$ cat src/rtl/core/dtt_pkg.sv
// ----------------------------------------------------------------------------
// dtt_pkg
// Types and constants shared by the transposition table modules.
// ----------------------------------------------------------------------------
package dtt_pkg;

  localparam logic [1:0] MODE_PROBE = 2'd0;
  localparam logic [1:0] MODE_STORE = 2'd1;
  localparam logic [1:0] MODE_CLEAR = 2'd2;

  localparam logic [1:0] BOUND_EXACT = 2'd1;
  localparam logic [1:0] BOUND_LOWER = 2'd2;
  localparam logic [1:0] BOUND_UPPER = 2'd3;

  localparam logic signed [15:0] MATE_LIMIT = 16'sd29000;
  localparam logic [7:0]         DEPTH_MAX  = 8'd127;

  typedef struct packed {
    logic [63:0]        key;
    logic [7:0]         flags;
    logic [3:0]         promo;
    logic [5:0]         target;
    logic [5:0]         source;
    logic signed [15:0] score;
    logic signed [7:0]  depth;
    logic [1:0]         bound;
    logic [5:0]         age;
  } entry_t;

  localparam entry_t ENTRY_RESET = '{
    key:    64'd0,
    flags:  8'd0,
    promo:  4'd0,
    target: 6'd0,
    source: 6'd0,
    score:  16'sd0,
    depth:  -8'sd1,
    bound:  2'd0,
    age:    6'd0
  };

  typedef struct packed {
    logic [1:0]         mode;
    logic [63:0]        position_key;
    logic [7:0]         search_depth;
    logic [6:0]         ply_from_root;
    logic signed [15:0] window_low;
    logic signed [15:0] window_high;
    logic signed [15:0] store_score;
    logic [1:0]         bound_kind;
    logic [5:0]         move_source;
    logic [5:0]         move_target;
    logic [3:0]         move_promo;
    logic [7:0]         move_flag_bits;
  } item_t;

  typedef struct packed {
    logic               key_match;
    logic               cutoff_hit;
    logic signed [15:0] found_score;
    logic [5:0]         found_source;
    logic [5:0]         found_target;
    logic [3:0]         found_promo;
    logic [7:0]         found_flags;
  } result_t;

  typedef struct packed {
    logic load;
    logic mem_rd;
    logic store_wr;
    logic out_load;
    logic sweep_wr;
    logic age_clear;
  } cmd_t;

  typedef struct packed {
    logic sweep_last;
    logic out_free;
  } sts_t;

endpackage

$ cat src/rtl/core/dtt_ctrl.sv
// ----------------------------------------------------------------------------
// dtt_ctrl
// Sequencer: clearing sweep, item acceptance, table read, and update or output load steps.
// ----------------------------------------------------------------------------
module dtt_ctrl (
  input  logic          clk,
  input  logic          rst,
  input  logic          req_valid,
  input  logic [1:0]    req_mode,
  output logic          req_ready,
  input  dtt_pkg::sts_t sts,
  output dtt_pkg::cmd_t cmd
);

  typedef enum logic [1:0] {S_CLEAR, S_IDLE, S_READ, S_EVAL} state_t;

  state_t state, state_next;
  logic   probe_op;

  always_comb begin
    cmd        = '0;
    state_next = state;
    req_ready  = (state == S_IDLE);
    case (state)
      S_CLEAR: begin
        cmd.sweep_wr = 1'b1;
        if (sts.sweep_last) begin
          state_next = S_IDLE;
        end
      end
      S_IDLE: begin
        if (req_valid) begin
          cmd.load = 1'b1;
          case (req_mode)
            dtt_pkg::MODE_PROBE, dtt_pkg::MODE_STORE: begin
              state_next = S_READ;
            end
            dtt_pkg::MODE_CLEAR: begin
              cmd.age_clear = 1'b1;
              state_next    = S_CLEAR;
            end
            default: begin
              state_next = S_IDLE;
            end
          endcase
        end
      end
      S_READ: begin
        cmd.mem_rd = 1'b1;
        state_next = S_EVAL;
      end
      S_EVAL: begin
        // A probe waits here until the output register can take its result.
        if (probe_op) begin
          if (sts.out_free) begin
            cmd.out_load = 1'b1;
            state_next   = S_IDLE;
          end
        end else begin
          cmd.store_wr = 1'b1;
          state_next   = S_IDLE;
        end
      end
      default: begin
        state_next = S_IDLE;
      end
    endcase
  end

  always_ff @(posedge clk) begin
    if (rst) begin
      state    <= S_CLEAR;
      probe_op <= 1'b0;
    end else begin
      state <= state_next;
      if (cmd.load) begin
        probe_op <= (req_mode == dtt_pkg::MODE_PROBE);
      end
    end
  end

endmodule

$ cat config.mk
export PLATFORM = sky130hd
export DESIGN_NAME = dtt_ctrl
export DESIGN_NICKNAME = d
export VERILOG_FILES = /design/src/rtl/core/dtt_pkg.sv /design/src/rtl/core/dtt_ctrl.sv
export SDC_FILE = /design/constraint.sdc
export NUM_CORES = 1
export LEC_CHECK = 0
export BUFFER_PORTS_ARGS = -buffer_cell sky130_fd_sc_hd__buf_2
export CORE_AREA = 2 2 39 41
export DETAILED_ROUTE_END_ITERATION = 16
export DIE_AREA = 0 0 41 43
export SYNTH_ARGS = -nofsm -noshare
export SYNTH_HDL_FRONTEND = slang
export SYNTH_SLANG_ARGS = --single-unit
$ cat constraint.sdc
create_clock -name clk -period 2.15 [get_ports clk]
set_clock_uncertainty 0.05 [all_clocks]
set_input_delay 0.43 -clock clk [delete_from_list [all_inputs] [get_ports clk]]
set_output_delay 0.43 -clock clk [all_outputs]
set_load 0.01 [all_outputs]
## Word level (Yosys, flattened, before mapping)

Index checks and enable logic that the tools add are counted.

| word-level totals | value |
|---|---|
| flip-flop bits (word level) | 3 |
| bits of input ports | 7 |
| output and inout bits | 7 |
| word-level logic and storage cells | 31 |

| cells by class | value |
|---|---|
| muxes and demuxes | 17 |
| reduce and logical (&&, ||, !) cells | 4 |
| equal/unequal tests | 8 |

Operators with widths:

| operator | count |
|---|---|
| 1-bit two-way mux | 10 |
| 2-bit two-way mux | 5 |
| 2-bit one-hot mux with 4 select lines | 1 |
| 2-bit equality test, second input constant | 3 |
| 2-bit by 1-bit equality test with 1-bit output, second input constant | 2 |
| 2-bit logical NOT | 2 |
| 2-bit inequality test, second input constant | 2 |
| 2-bit one-hot mux with 2 select lines | 1 |
| 3-bit inequality test, second input constant | 1 |
| 3-bit AND reduction | 1 |
| 2-bit OR reduction | 1 |

## Depth between registers and ports, before layout

Gate-level depths: netlist of run 1.

| depth | value |
|---|---|
| word-level depth | 5 |
| gate-level depth with buffers | 6 |
| depth with buffers taken out | 6 |

## Least setup slack after synthesis of run 1

No wires, ideal clock.

| timing | value |
|---|---|
| path kind | flip-flop to output port |
| start | register state[1] |
| end | output port cmd[0] in the netlist's numbering |
| setup slack | 0.620 ns |
| buffers on the path | 0 |
| required time | 1.670 ns |
| cell stages (with the launch flop) | 5 |
| arrival time | 1.050 ns |
| path through | dfxtp_1 > inv_1 > ha_1 > nand2_1 > nor3_1 |

RTL lines:

| element | line | RTL |
|---|---|---|
| start, declared | dtt_ctrl.sv:17 | `state_t state, state_next;` |
| start signal, assigned | dtt_ctrl.sv:75 | `state <= state_next;` |
| end, declared | dtt_ctrl.sv:12 | `output dtt_pkg::cmd_t cmd` |

==> impl_metrics.json, run 1 <==
{
  "outcome": "finished clean",
  "numCtsBuffers": 3,
  "dpl.hpwl_um": 464.1,
  "grt_usage_pct": 7.816,
  "area_growth_pct": 46.60,
  "path_max_fanout": 5,
  "clock_latency_ps": 230,
  "yosysWarnings": 0,
  "drive_gt1_share_pct": 39.13,
  "leakagePower_uw": 0.0001891,
  "core_um2": 1384,
  "boundaryPins": 14,
  "totalWireLength_um": 542,
  "hold_ws_ps": 336.9,
  "finish.net_count": 58,
  "finalSetupTns_ps": 0,
  "synthCells": 29,
  "final_common_cell": "buf_2",
  "drt-initial-drc-count": 3,
  "cp-end-kind": "output pin",
  "start_util_pct": 17.27,
  "critical_path_required_ps": 1670,
  "antenna_found_initial": 0,
  "die_h_um": 43,
  "gp_congestion": 0.6227,
  "path_class": "reg -> out",
  "placed_area_um2": 324.1,
  "hold_path_class": "in -> reg",
  "maxSlewHeadroom_pct": 83.45,
  "cp.arrival_ps": 1290,
  "rsz0062_at_grt": "false",
  "post_cts_buffers": 0,
  "fin_crit_ps": 1767,
  "cts_tree": "yes",
  "syn_area_um2": 239.0,
  "grt_max_degree": 6,
  "cts_buffer_depth": 2,
  "grt_pass1_vias": 221,
  "period_share_pct": 82.18,
  "cp-start-kind": "flop",
  "cts_resized": 0,
  "fmaxAchievable_mhz": 566.0,
  "io_buffers": 13,
  "first_pass_iters": 2,
  "via_per_inst": 3.935,
  "tightestPinTransition_ps": 244.8,
  "total_power_uw": 227.3,
  "antenna-diode-count": 0,
  "ys_seq_area_share_pct": 25.13,
  "maxCapViolations": 0,
  "hold_viol_final": 0,
  "clockRootBuffer": "clkbuf_4",
  "drv_slew": 0,
  "htreeDepth": 1,
  "cts_hold_buf": 0,
  "drtAntennaViolNets": 0,
  "finalSetupViolCount": 0,
  "ys_ff_latch": 3,
  "design_area_um2": 350.3,
  "drt-wirelength-per-cell_um": 8.742,
  "post-route-util_pct": 25.32,
  "numClockSinks": 3,
  "rows": 14,
  "clkSlewWorstSetupHoldPaths_ps": 30,
  "most-common-layout-cells": "buf_2 (13), inv_1 (5), nand2_1 (4), ha_1 (4)",
  "synth_fp_nets": 40,
  "peakVddDrop_v": 0.0002034,
  "die_w_um": 41,
  "ys_types": 15,
  "overflow": 0,
  "synth.avg_cell_area_um2": 8.241,
  "fill_cells": 156,
  "grt_pass1_wl_um": 848,
  "route.detailed.drc": 0,
  "dr_total_vias": 244,
  "die_area_um2": 1763,
  "p_per_area_nw_per_um2": 648.7
}
## per-stage QoR
| stage | worst slack (ps) | cells |
|---|---|---|
| 2_1_floorplan | 620.0 | 29 |
| 3_3_place_gp | 620.2 | 58 |
| 3_5_place_dp | 611.2 | 58 |
| 4_1_cts | 354.5 | 62 |
| 5_1_grt | 259.7 | 62 |
| 6_report | 383.1 | 62 |
## critical path: stages (launching register included)
cell and delay, ps:
dfxtp_1 330, inv_1 80, ha_1 240, nand2_1 130
nor3_1 130, buf_2 150
## cells in the mapped netlist
| cell type | number | area share [%] |
|---|---|---|
| nor4b_1 | 1 | 3.7 |
| nor3_1 | 1 | 2.1 |
| nand2b_2 | 1 | 3.7 |
| a21oi_1 | 2 | 4.2 |
| and3_1 | 2 | 5.2 |
| nand2_1 | 4 | 6.3 |
| or3b_1 | 1 | 3.7 |
| a211oi_1 | 1 | 3.1 |
| nor2b_1 | 1 | 2.6 |
| nor2_1 | 1 | 1.6 |
| o31a_1 | 1 | 3.7 |
| ha_1 | 4 | 21 |
| o221ai_2 | 1 | 6.3 |
| dfxtp_1 | 3 | 25 |
| inv_1 | 5 | 7.9 |
## layer usage
| layer | up-vias | wire length [um] | track usage, % |
|---|---|---|---|
| met5 | - | 0 | 0 |
| met4 | 0 | 10 | 10.00 |
| met3 | 2 | 46 | 1.571 |
| met2 | 9 | 241 | 9.375 |
| met1 | 101 | 244 | 9.585 |
| li1 | 132 | - | - |
## path summary, 6_finish.rpt
kind                               from                     to  slack (ps)  cells past startpoint
hold reg to reg   state[1]$_SDFFE_PP0P_  state[1]$_SDFFE_PP0P_         440                      2
setup reg to reg  state[1]$_SDFFE_PP0P_  state[1]$_SDFFE_PP0P_         620                      6
setup / recovery  state[1]$_SDFFE_PP0P_                 cmd[0]         380                      5
hold / removal                      rst  probe_op$_SDFFE_PP0P_         340                      2
## registers in the layout, summed over array words and instances (netlist names)
register	count
state	2
probe_op	1
## logic make-up after synthesis
kind of cell,Yosys count,share of synthesized area (%)
compound gates,5,17.28
fa+ha+maj,4,20.94
buf+inv,5,7.854
flops,3,25.13
simple gates,12,28.79
## final cells by class
cell class              count  area (um^2)  area share (%)
inverters                   5        18.77           5.357
clock buffers               4        26.28           7.500
multi-input cells          21        160.2           45.71
repair buffers             13        65.06           18.57
flip-flops and latches      3        60.06           17.14
well taps                  16        20.02           5.714
## power by group
part	internal, uW	switching (uW)	leakage, uW
Sequential	60.9	3.97	0.0000245
Clock	69.4	26.3	0.0000150
Combinational	29.8	36.8	0.000150
(Power assumes the default switching activity.)
==> inputs of run 2 (changes only) <==
clock period = 1.65 ns   (was 2.15 ns; I/O delays follow)
==> impl_metrics.json, run 2 (synthesis results as in run 1) <==
{
  "clockRootBuffer": "clkbuf_4",
  "cpMaxStageDelayCell": "dfxtp_1",
  "dpl.hpwl_um": 475,
  "grt_pass1_wl_um": 924,
  "hold_viol_final": 0,
  "drt-wirelength-per-cell_um": 9.258,
  "totalWireLength_um": 574,
  "final_common_cell": "buf_2",
  "peakVddDrop_v": 0.0002452,
  "crit_chain": "inv_1 -> ha_1 -> inv_1 -> o221ai_2 -> or3b_1 -> a21oi_1",
  "io_buffers": 13,
  "place_ws_ps": 142.9,
  "p_per_area_nw_per_um2": 842.9,
  "grt_pass1_vias": 233,
  "cts_tree": "yes",
  "overflow": 0,
  "maxSlewHeadroom_pct": 81.11,
  "grt_usage_pct": 8.216,
  "top_regs": "state x2, probe_op x1",
  "first_pass_iters": 2,
  "start_util_pct": 17.27,
  "worst-path-buf-inv": 2,
  "fmaxAchievable_mhz": 659.7,
  "path_class": "reg -> reg",
  "crit_family": "flip-flops",
  "finish.net_count": 58,
  "antenna_found_initial": 0,
  "cts_hold_buf": 0,
  "tightestPinTransition_ps": 279.4,
  "drive_gt1_share_pct": 47.83,
  "cp-start-kind": "flop",
  "die_h_um": 43,
  "fill_cells": 157,
  "boundaryPins": 14,
  "route.detailed.drc": 0,
  "largest_register": "state",
  "most-common-layout-cells": "buf_2 (13), inv_1 (4)",
  "period_share_pct": 91.87,
  "hold_ws_ps": 236.7,
  "antenna-diode-count": 0,
  "largest_reg_flops": 2,
  "numClockSinks": 3,
  "cts_buffer_depth": 2,
  "design_area_um2": 370.4,
  "hold_start": "rst",
  "rsz0062_at_grt": "false",
  "rows": 14,
  "leakagePower_uw": 0.0001921,
  "core_um2": 1384,
  "outcome": "finished clean",
  "via_per_inst": 4.032,
  "area_growth_pct": 54.97,
  "r2r_start": "state[0]$_SDFFE_PP0P_",
  "post_cts_buffers": 0,
  "slowest_delay_ps": 390,
  "clkSlewWorstSetupHoldPaths_ps": 40,
  "grt_max_degree": 6,
  "numCtsBuffers": 3,
  "setup_slack_ps": 134.1,
  "die_area_um2": 1763,
  "path_common_cell": "inv_1",
  "startpoint": "state[0]$_SDFFE_PP0P_",
  "finalSetupTns_ps": 0,
  "path_max_fanout": 4,
  "cp.arrival_ps": 1640,
  "placed_area_um2": 324.1,
  "total_power_uw": 312.2,
  "hold_path_class": "in -> reg",
  "drt-initial-drc-count": 1,
  "die_w_um": 41,
  "drtAntennaViolNets": 0,
  "cp-end-kind": "flop",
  "dr_total_vias": 250,
  "gp_congestion": 0.6903,
  "finalSetupViolCount": 0,
  "clock_latency_ps": 230,
  "drv_slew": 0,
  "htreeDepth": 1,
  "fin_crit_ps": 1516,
  "critical_path_required_ps": 1770,
  "maxCapViolations": 0
}
-- run 2: where the power goes --
part           leakage (uW)  internal (uW)  switching, uW  total, uW
sequential        0.0000245           79.2           7.72       86.9
clock             0.0000150           90.8           40.4        131
combinational      0.000153           44.7           49.3       94.1
-- run 2: cell type report --
| cell class | count | area (um^2) | area share [%] |
|---|---|---|---|
| flip-flops and latches | 3 | 60.06 | 16.22 |
| repair buffers | 13 | 65.06 | 17.57 |
| clock buffers | 4 | 26.28 | 7.095 |
| inverters | 5 | 18.77 | 5.068 |
| multi-input cells | 21 | 180.2 | 48.65 |
| well taps | 16 | 20.02 | 5.405 |
-- run 2: path summary, 6_finish.rpt --
path	end	slack, ps	depth (start not counted)
worst max-delay path	state[1]$_SDFFE_PP0P_	130	6
worst min-delay path	state[1]$_SDFFE_PP0P_	240	2
worst max register to register	state[1]$_SDFFE_PP0P_	130	6
worst min register to register	state[1]$_SDFFE_PP0P_	460	2
-- run 2: layer usage --
metal  part of all wire (%)  track usage (%)
met1                     44            8.946
met2                     48            11.25
met3                    7.8            3.141
met4                      0            8.000
met5                      0                0
-- run 2: through the flow --
stage	util, %	std cells
after global placement	23.42	58
after floorplan	-	29
final	26.76	62
after CTS	26.22	62
after global routing	26.76	62
after detailed placement	23.42	58
-- run 2: timing repair --
item,4_1_cts,5_1_grt
hold endpoints to repair,0,0
gates resized for setup,2,3
endpoints found under the setup margin,1,2
gates cloned,0,0
==> inputs of run 3 (changes only) <==
clock period = 1.76 ns   (was 1.65 ns; I/O delays follow)
==> impl_metrics.json, run 3 (synthesis results as in run 1) <==
{
  "outcome": "finished clean",
  "post_cts_buffers": 0,
  "rr_endpoint": "state[1]$_SDFFE_PP0P_",
  "top_regs": "state x2, probe_op x1",
  "die_w_um": 41,
  "overflow": 0,
  "hold_path_class": "in -> reg",
  "path_class": "reg -> out",
  "cp.arrival_ps": 1220,
  "grt_pass1_vias": 238,
  "clock_latency_ps": 230,
  "drt-initial-drc-count": 2,
  "drt-wirelength-per-cell_um": 9.468,
  "core_um2": 1384,
  "period_share_pct": 92.24,
  "drv_slew": 0,
  "cts_resized": 0,
  "cts_hold_buf": 0,
  "total_power_uw": 285.5,
  "cp-start-kind": "flop",
  "via_per_inst": 4.081,
  "maxSlewHeadroom_pct": 82.90,
  "rr_worst_depth": 6,
  "finalSetupTns_ps": 0,
  "first_pass_iters": 2,
  "most-common-layout-cells": "buf_2 (13), inv_1 (5), nand2_1 (4)",
  "antenna-diode-count": 0,
  "final_common_cell": "buf_2",
  "finalSetupViolCount": 0,
  "drtAntennaViolNets": 0,
  "route.detailed.drc": 0,
  "htreeDepth": 1,
  "clockRootBuffer": "clkbuf_4",
  "grt_pass1_wl_um": 897,
  "fin_crit_ps": 1623,
  "critical_path_required_ps": 1360,
  "clkSlewWorstSetupHoldPaths_ps": 40,
  "hold_path_depth": 2,
  "hold_viol_final": 0,
  "start_util_pct": 17.27,
  "fmaxAchievable_mhz": 616.0,
  "antenna_found_initial": 0,
  "setup_slack_ps": 136.7,
  "rows": 14,
  "path_max_fanout": 5,
  "rsz0062_at_grt": "false",
  "boundaryPins": 14,
  "cts_buffer_depth": 2,
  "hold_start": "rst",
  "cts_tree": "yes",
  "r2r_setup_slack_ps": 210,
  "die_h_um": 43,
  "peakVddDrop_v": 0.0002506,
  "tightestPinTransition_ps": 252.9,
  "numClockSinks": 3,
  "finish.net_count": 58,
  "gp_congestion": 0.6132,
  "dr_total_vias": 253,
  "cp-end-kind": "output pin",
  "place_ws_ps": 236.5,
  "dpl.hpwl_um": 473,
  "io_buffers": 13,
  "maxCapViolations": 0,
  "largest_register": "state",
  "grt_max_degree": 6,
  "leakagePower_uw": 0.0001901,
  "hold_ws_ps": 273.1,
  "area_growth_pct": 51.83,
  "die_area_um2": 1763,
  "p_per_area_nw_per_um2": 786.9,
  "numCtsBuffers": 3,
  "largest_reg_flops": 2,
  "grt_usage_pct": 8.133,
  "r2r_start": "state[0]$_SDFFE_PP0P_",
  "totalWireLength_um": 587,
  "drive_gt1_share_pct": 41.30,
  "whs_endpoint": "state[1]$_SDFFE_PP0P_"
}
## run 3: final cells by class
class	count	area, um^2
Fill cell	165	1021
Multi-Input combinational cell	21	172.7
Timing Repair Buffer	13	65.06
Sequential cell	3	60.06
Clock buffer	4	26.28
Tap cell	16	20.02
Inverter	5	18.77
## run 3: routing by layer
layer	wire length [um]	GRT usage, %	share of wire, %
met5	0	0	0
met3	51	4.712	8.7
met4	0	6.000	0
met2	280	10.94	48
met1	255	9.003	43
## run 3: worst max path at each step
stage | from | end | slack (ps) | cells past startpoint
2_1_floorplan | state[1]$_SDFFE_PP0P_ | cmd[0] | 310 | 4
3_3_place_gp | state[1]$_SDFFE_PP0P_ | state[1]$_SDFFE_PP0P_ | 280 | 6
3_5_place_dp | state[1]$_SDFFE_PP0P_ | state[1]$_SDFFE_PP0P_ | 240 | 6
4_1_cts | state[1]$_SDFFE_PP0P_ | cmd[0] | 30 | 5
5_1_grt | state[1]$_SDFFE_PP0P_ | cmd[0] | 20 | 5
6_report | state[1]$_SDFFE_PP0P_ | cmd[0] | 140 | 5
## run 3: through the flow
step,area [um^2],instances,util [%]
floorplan,239.0,29,-
global placement,324.1,58,23.42
detailed placement,324.1,58,23.42
CTS,350.3,62,25.32
global route,362.8,62,26.22
finish,362.8,62,26.22
## run 3: where the power goes
| part | internal [uW] | switching [uW] |
|---|---|---|
| registers | 74.4 | 7.29 |
| clock network | 84.7 | 32.7 |
| logic | 41.2 | 45.1 |
| total | 200 | 85.2 |
## run 3: critical path, stage by stage, from the launching register on
cell and delay (ps):
dfxtp_1 330, inv_1 120, ha_4 170, nand2_1 100, nor3_1 130, buf_2 150
